**src/rtl/fsgs_pkg.sv**
```systemverilog
// Shared types and constants for the falling-sand grid step unit.
// Depends on nothing; fsgs_nbr_unit and the top level in rtl/ import it.
`default_nettype none

package fsgs_pkg;

  // Default grid size, handed to the top-level parameters.
  localparam int GRID_COLUMNS_DEF = 64;
  localparam int GRID_ROWS_DEF    = 64;

  // One stored cell: bit 0 says a grain is there, bit 1 says it is resting.
  localparam int CELL_W   = 2;
  localparam int OCC_BIT  = 0;
  localparam int REST_BIT = 1;

  typedef logic [CELL_W-1:0] cell_t;

  localparam cell_t CELL_EMPTY     = 2'b00;
  localparam cell_t CELL_GRAIN     = 2'b01;
  localparam cell_t CELL_REST_MASK = 2'b10;

  // Item modes.
  localparam logic [1:0] MODE_TICK = 2'd0;
  localparam logic [1:0] MODE_ADD  = 2'd1;
  localparam logic [1:0] MODE_READ = 2'd2;

  // Which neighbour of the current cell the address unit points at.
  typedef enum logic [3:0] {
    NBR_HERE,
    NBR_BELOW,
    NBR_RIGHT,
    NBR_BELOW_RIGHT,
    NBR_LEFT,
    NBR_BELOW_LEFT,
    NBR_UP_LEFT,
    NBR_UP,
    NBR_UP_RIGHT
  } nbr_sel_t;

  // Which neighbours exist for the current cell.
  typedef struct packed {
    logic has_up;
    logic has_down;
    logic has_left;
    logic has_right;
  } nbr_flags_t;

  typedef struct packed {
    logic occupied;
    logic resting;
    logic added;
    logic moved;
  } result_t;

  typedef enum logic [3:0] {
    ST_CLEAR,
    ST_IDLE,
    ST_ITEM_RD,
    ST_ITEM_EVAL,
    ST_SCAN_RD,
    ST_SCAN_CHK,
    ST_BELOW,
    ST_RIGHT,
    ST_BELOW_RIGHT,
    ST_LEFT,
    ST_BELOW_LEFT,
    ST_MOVE_HERE,
    ST_REL_RD,
    ST_REL_CHK,
    ST_RESULT
  } state_t;

endpackage

`default_nettype wire

```
**src/rtl/fsgs_nbr_unit.sv**
```systemverilog
// Shared neighbour address unit: turns a grid position and a neighbour
// select into a RAM address, and reports which neighbours exist. Uses fsgs_pkg.
`default_nettype none

module fsgs_nbr_unit #(
  parameter int GRID_COLUMNS = fsgs_pkg::GRID_COLUMNS_DEF,
  parameter int GRID_ROWS    = fsgs_pkg::GRID_ROWS_DEF,
  localparam int RW = $clog2(GRID_ROWS),
  localparam int CW = $clog2(GRID_COLUMNS)
) (
  input  logic [RW-1:0]        row,
  input  logic [CW-1:0]        col,
  input  fsgs_pkg::nbr_sel_t   sel,
  output logic [RW+CW-1:0]     addr,
  output fsgs_pkg::nbr_flags_t flags
);
  import fsgs_pkg::*;

  localparam logic [RW-1:0] ROW_LAST = RW'(GRID_ROWS - 1);
  localparam logic [CW-1:0] COL_LAST = CW'(GRID_COLUMNS - 1);

  logic [RW-1:0] row_up, row_dn, row_sel;
  logic [CW-1:0] col_l, col_r, col_sel;

  assign row_up = row - RW'(1);
  assign row_dn = row + RW'(1);
  assign col_l  = col - CW'(1);
  assign col_r  = col + CW'(1);

  // Existence depends on the position only, never on the select.
  assign flags.has_up    = (row != '0);
  assign flags.has_down  = (row != ROW_LAST);
  assign flags.has_left  = (col != '0);
  assign flags.has_right = (col != COL_LAST);

  always_comb begin
    row_sel = row;
    col_sel = col;
    case (sel)
      NBR_HERE: begin
        row_sel = row;
        col_sel = col;
      end
      NBR_BELOW: begin
        row_sel = row_dn;
      end
      NBR_RIGHT: begin
        col_sel = col_r;
      end
      NBR_BELOW_RIGHT: begin
        row_sel = row_dn;
        col_sel = col_r;
      end
      NBR_LEFT: begin
        col_sel = col_l;
      end
      NBR_BELOW_LEFT: begin
        row_sel = row_dn;
        col_sel = col_l;
      end
      NBR_UP_LEFT: begin
        row_sel = row_up;
        col_sel = col_l;
      end
      NBR_UP: begin
        row_sel = row_up;
      end
      NBR_UP_RIGHT: begin
        row_sel = row_up;
        col_sel = col_r;
      end
      default: begin
        row_sel = row;
        col_sel = col;
      end
    endcase
  end

  assign addr = {row_sel, col_sel};

endmodule

`default_nettype wire

```
**config.mk**
```make
export PLATFORM = sky130hd
export DESIGN_NAME = fsgs_nbr_unit
export DESIGN_NICKNAME = d
export VERILOG_FILES = /design/src/rtl/fsgs_pkg.sv /design/src/rtl/fsgs_nbr_unit.sv
export SDC_FILE = /design/constraint.sdc
export NUM_CORES = 1
export LEC_CHECK = 0
export ABC_AREA = 1
export BUFFER_PORTS_ARGS = -buffer_cell sky130_fd_sc_hd__clkbuf_2
export CAP_MARGIN = 20
export CORE_AREA = 4 4 41 43
export DETAILED_ROUTE_END_ITERATION = 10
export DIE_AREA = 0 0 45 47
export PLACE_DENSITY_LB_ADDON = 0.3
export RECOVER_POWER = 50
export SLEW_MARGIN = 40
export SYNTH_ARGS = -nofsm -noshare
export SYNTH_HDL_FRONTEND = slang
export SYNTH_SLANG_ARGS = --single-unit
```
**constraint.sdc**
```tcl
create_clock -name vclk -period 2.4
set_input_delay 0.36 -clock vclk [all_inputs]
set_output_delay 0.36 -clock vclk [all_outputs]
set_load 0.02 [all_outputs]
```
==> reports/metrics.yaml <==
power:
  cellLeakagePower_nw: 0.482
  power_density_nw_per_um2: 282
  p_total_mw: 0.242
  irDropWorstVdd_mv: 0.129
floorplan:
  die_x_um: 45
  die_h_um: 47
  start_util: 0.485
  die_area_um2: 2120
  core_um2: 1300
  boundaryPins: 32
  rows: 13
finish:
  nClkBuffers: 0
  register_area_um2: 0
  antenna_cells: 0
  design.seq.count: 0
  layout-drive-gt1-share: 0.267
  num-nets-final: 174
  nFillCells: 121
  area_delta_synth_final_pct: 36.3
  multiInputGateArea_um2: 631
global_route:
  grt_usage: 0.156
  antenna_found_initial: 0
  grt_pass1_vias: 671
  grt_max_degree: 9
  grt_pass1_wl_mm: 2.62
  grt_overflow: 0
timing:
  tns_ns: 0
  fin_ws_ns: 0.118
  slew_headroom: 0.697
  period_needed_ns: 2.28
  min_period_over_period: 0.951
  finalHoldViolations: 0
  setup_viol: 0
  fmax_mhz: 438
  drv_slew: 0
  rsz0062_at_grt: "false"
  worst_slew_pin_slew_ns: 0.452
detailed_routing:
  antenna_left: 0
  drt_iter0_drc: 11
  drc_errors: 0
  drt_first_pass_iters: 4
  num_vias: 798
  wirelength_mm: 1.78
  avgRoutedWirePerCell_um: 11.0
  vias_per_cell: 4.96
setup_path:
  critical_path_class: "primary input to output port"
  worst_ep_arrival_time_ns: 1.92
  required_ns: 2.04
  start_kind: "primary input"
  end_kind: "output port"
  crit_fanout: 7
placed_design:
  gp_congestion: 0.778
  hpwl_mm: 1.43
  port_buffers: 32
  dp_worst_setup_slack_ns: 0.0709
cts:
  cts-hold-fix-buffers: 0
  postCtsSetupBuffers: 0
logic_synthesis:
  synth_cells: 114
  synth-seq-area-share: 0
  synth_area_um2: 631
  synth.distinct_cells: 20
  yosysWarnings: 0
  avgSynthCellArea_um2: 5.53
  synth_nets: 140
run_status:
  outcome: "completed"
hold_path:
  hold_class: "primary input to output port"
flow_run:
  max_cap_viol_count: 0
## cells in the final DEF (no fill, tap or decap), drive strengths merged, types with 2 or more instances in the layout
cell / count
o21ai: 3
xnor2: 2
a21oi: 8
xor2: 4
or2: 2
nand2: 40
nor3: 2
nand3: 14
fa: 2
nor2: 11
ha: 8
clkbuf: 31
inv: 15
## routing by layer
layer | GRT usage | wire [µm]
met5 | 0 | 0
met4 | 0 | 0
met3 | 0 | 91
met2 | 0.302 | 811
met1 | 0.206 | 873
## worst paths after layout
check | cells past startpoint | to | startpoint | slack (ns)
worst max-delay path | 13 | addr[4] | sel[3] | 0.12
worst min-delay path | 3 | addr[0] | col[0] | 1.07
## Yosys cell counts (all sizes together)
master	number	share of area
or2	2	0.020
nor4	1	0.0099
a21oi	8	0.063
xor2	4	0.056
nand2	40	0.26
o21ai	3	0.024
nor3	2	0.016
nand4	1	0.0099
nand3	14	0.11
ha	8	0.16
nor2	11	0.077
fa	2	0.063
xnor2	2	0.028
nand3b	1	0.012
inv	15	0.089
## worst max-delay path: stages
cell and delay, ns:
clkbuf_2 0.10, inv_2 0.04, nor2_1 0.11, nand2_2 0.11, nand2_4 0.10, inv_4 0.08, ha_4 0.24, a21oi_1 0.17
nand2_1 0.08, or2_2 0.27, nand3_1 0.07, nand2_1 0.05, clkbuf_2 0.15
## final cells by class
class                           instances  area share
Multi-Input combinational cell         99       0.734
Inverter                               15      0.0684
Timing Repair Buffer                   32       0.176
Tap cell                               15      0.0218
## cells by family (layout without fill, tap and decap cells)
kind of cell | Yosys count | after routing | share of synthesized area
buf+inv | 15 | 47 | 0.0893
compound gates | 11 | 11 | 0.0873
fa+ha+maj | 10 | 10 | 0.222
xor+xnor | 6 | 6 | 0.0833
simple gates | 72 | 72 | 0.518
## per-stage QoR
| stage | util | cells | cell area [µm²] | hold WS (ns) |
|---|---|---|---|---|
| after floorplan | - | 114 | 631 | 0.848 |
| after global placement | 0.622 | 161 | 810 | 1.04 |
| after detailed placement | 0.622 | 161 | 810 | 1.05 |
| after CTS | 0.622 | 161 | 810 | 1.05 |
| after global routing | 0.661 | 161 | 860 | 1.09 |
| final | 0.661 | 161 | 860 | 1.07 |
## report_power, final
part           internal [mW]  switching (mW)
sequential                 0               0
clock                      0               0
combinational         0.0929           0.149
total                 0.0929           0.149
## what timing repair did
item / 4_1_cts / 5_1_grt
endpoints found under the setup margin: 0 / 3
hold endpoints to repair: 0 / 0
resized for setup: 0 / 9
Note: power is estimated with default switching activity, not from simulation.
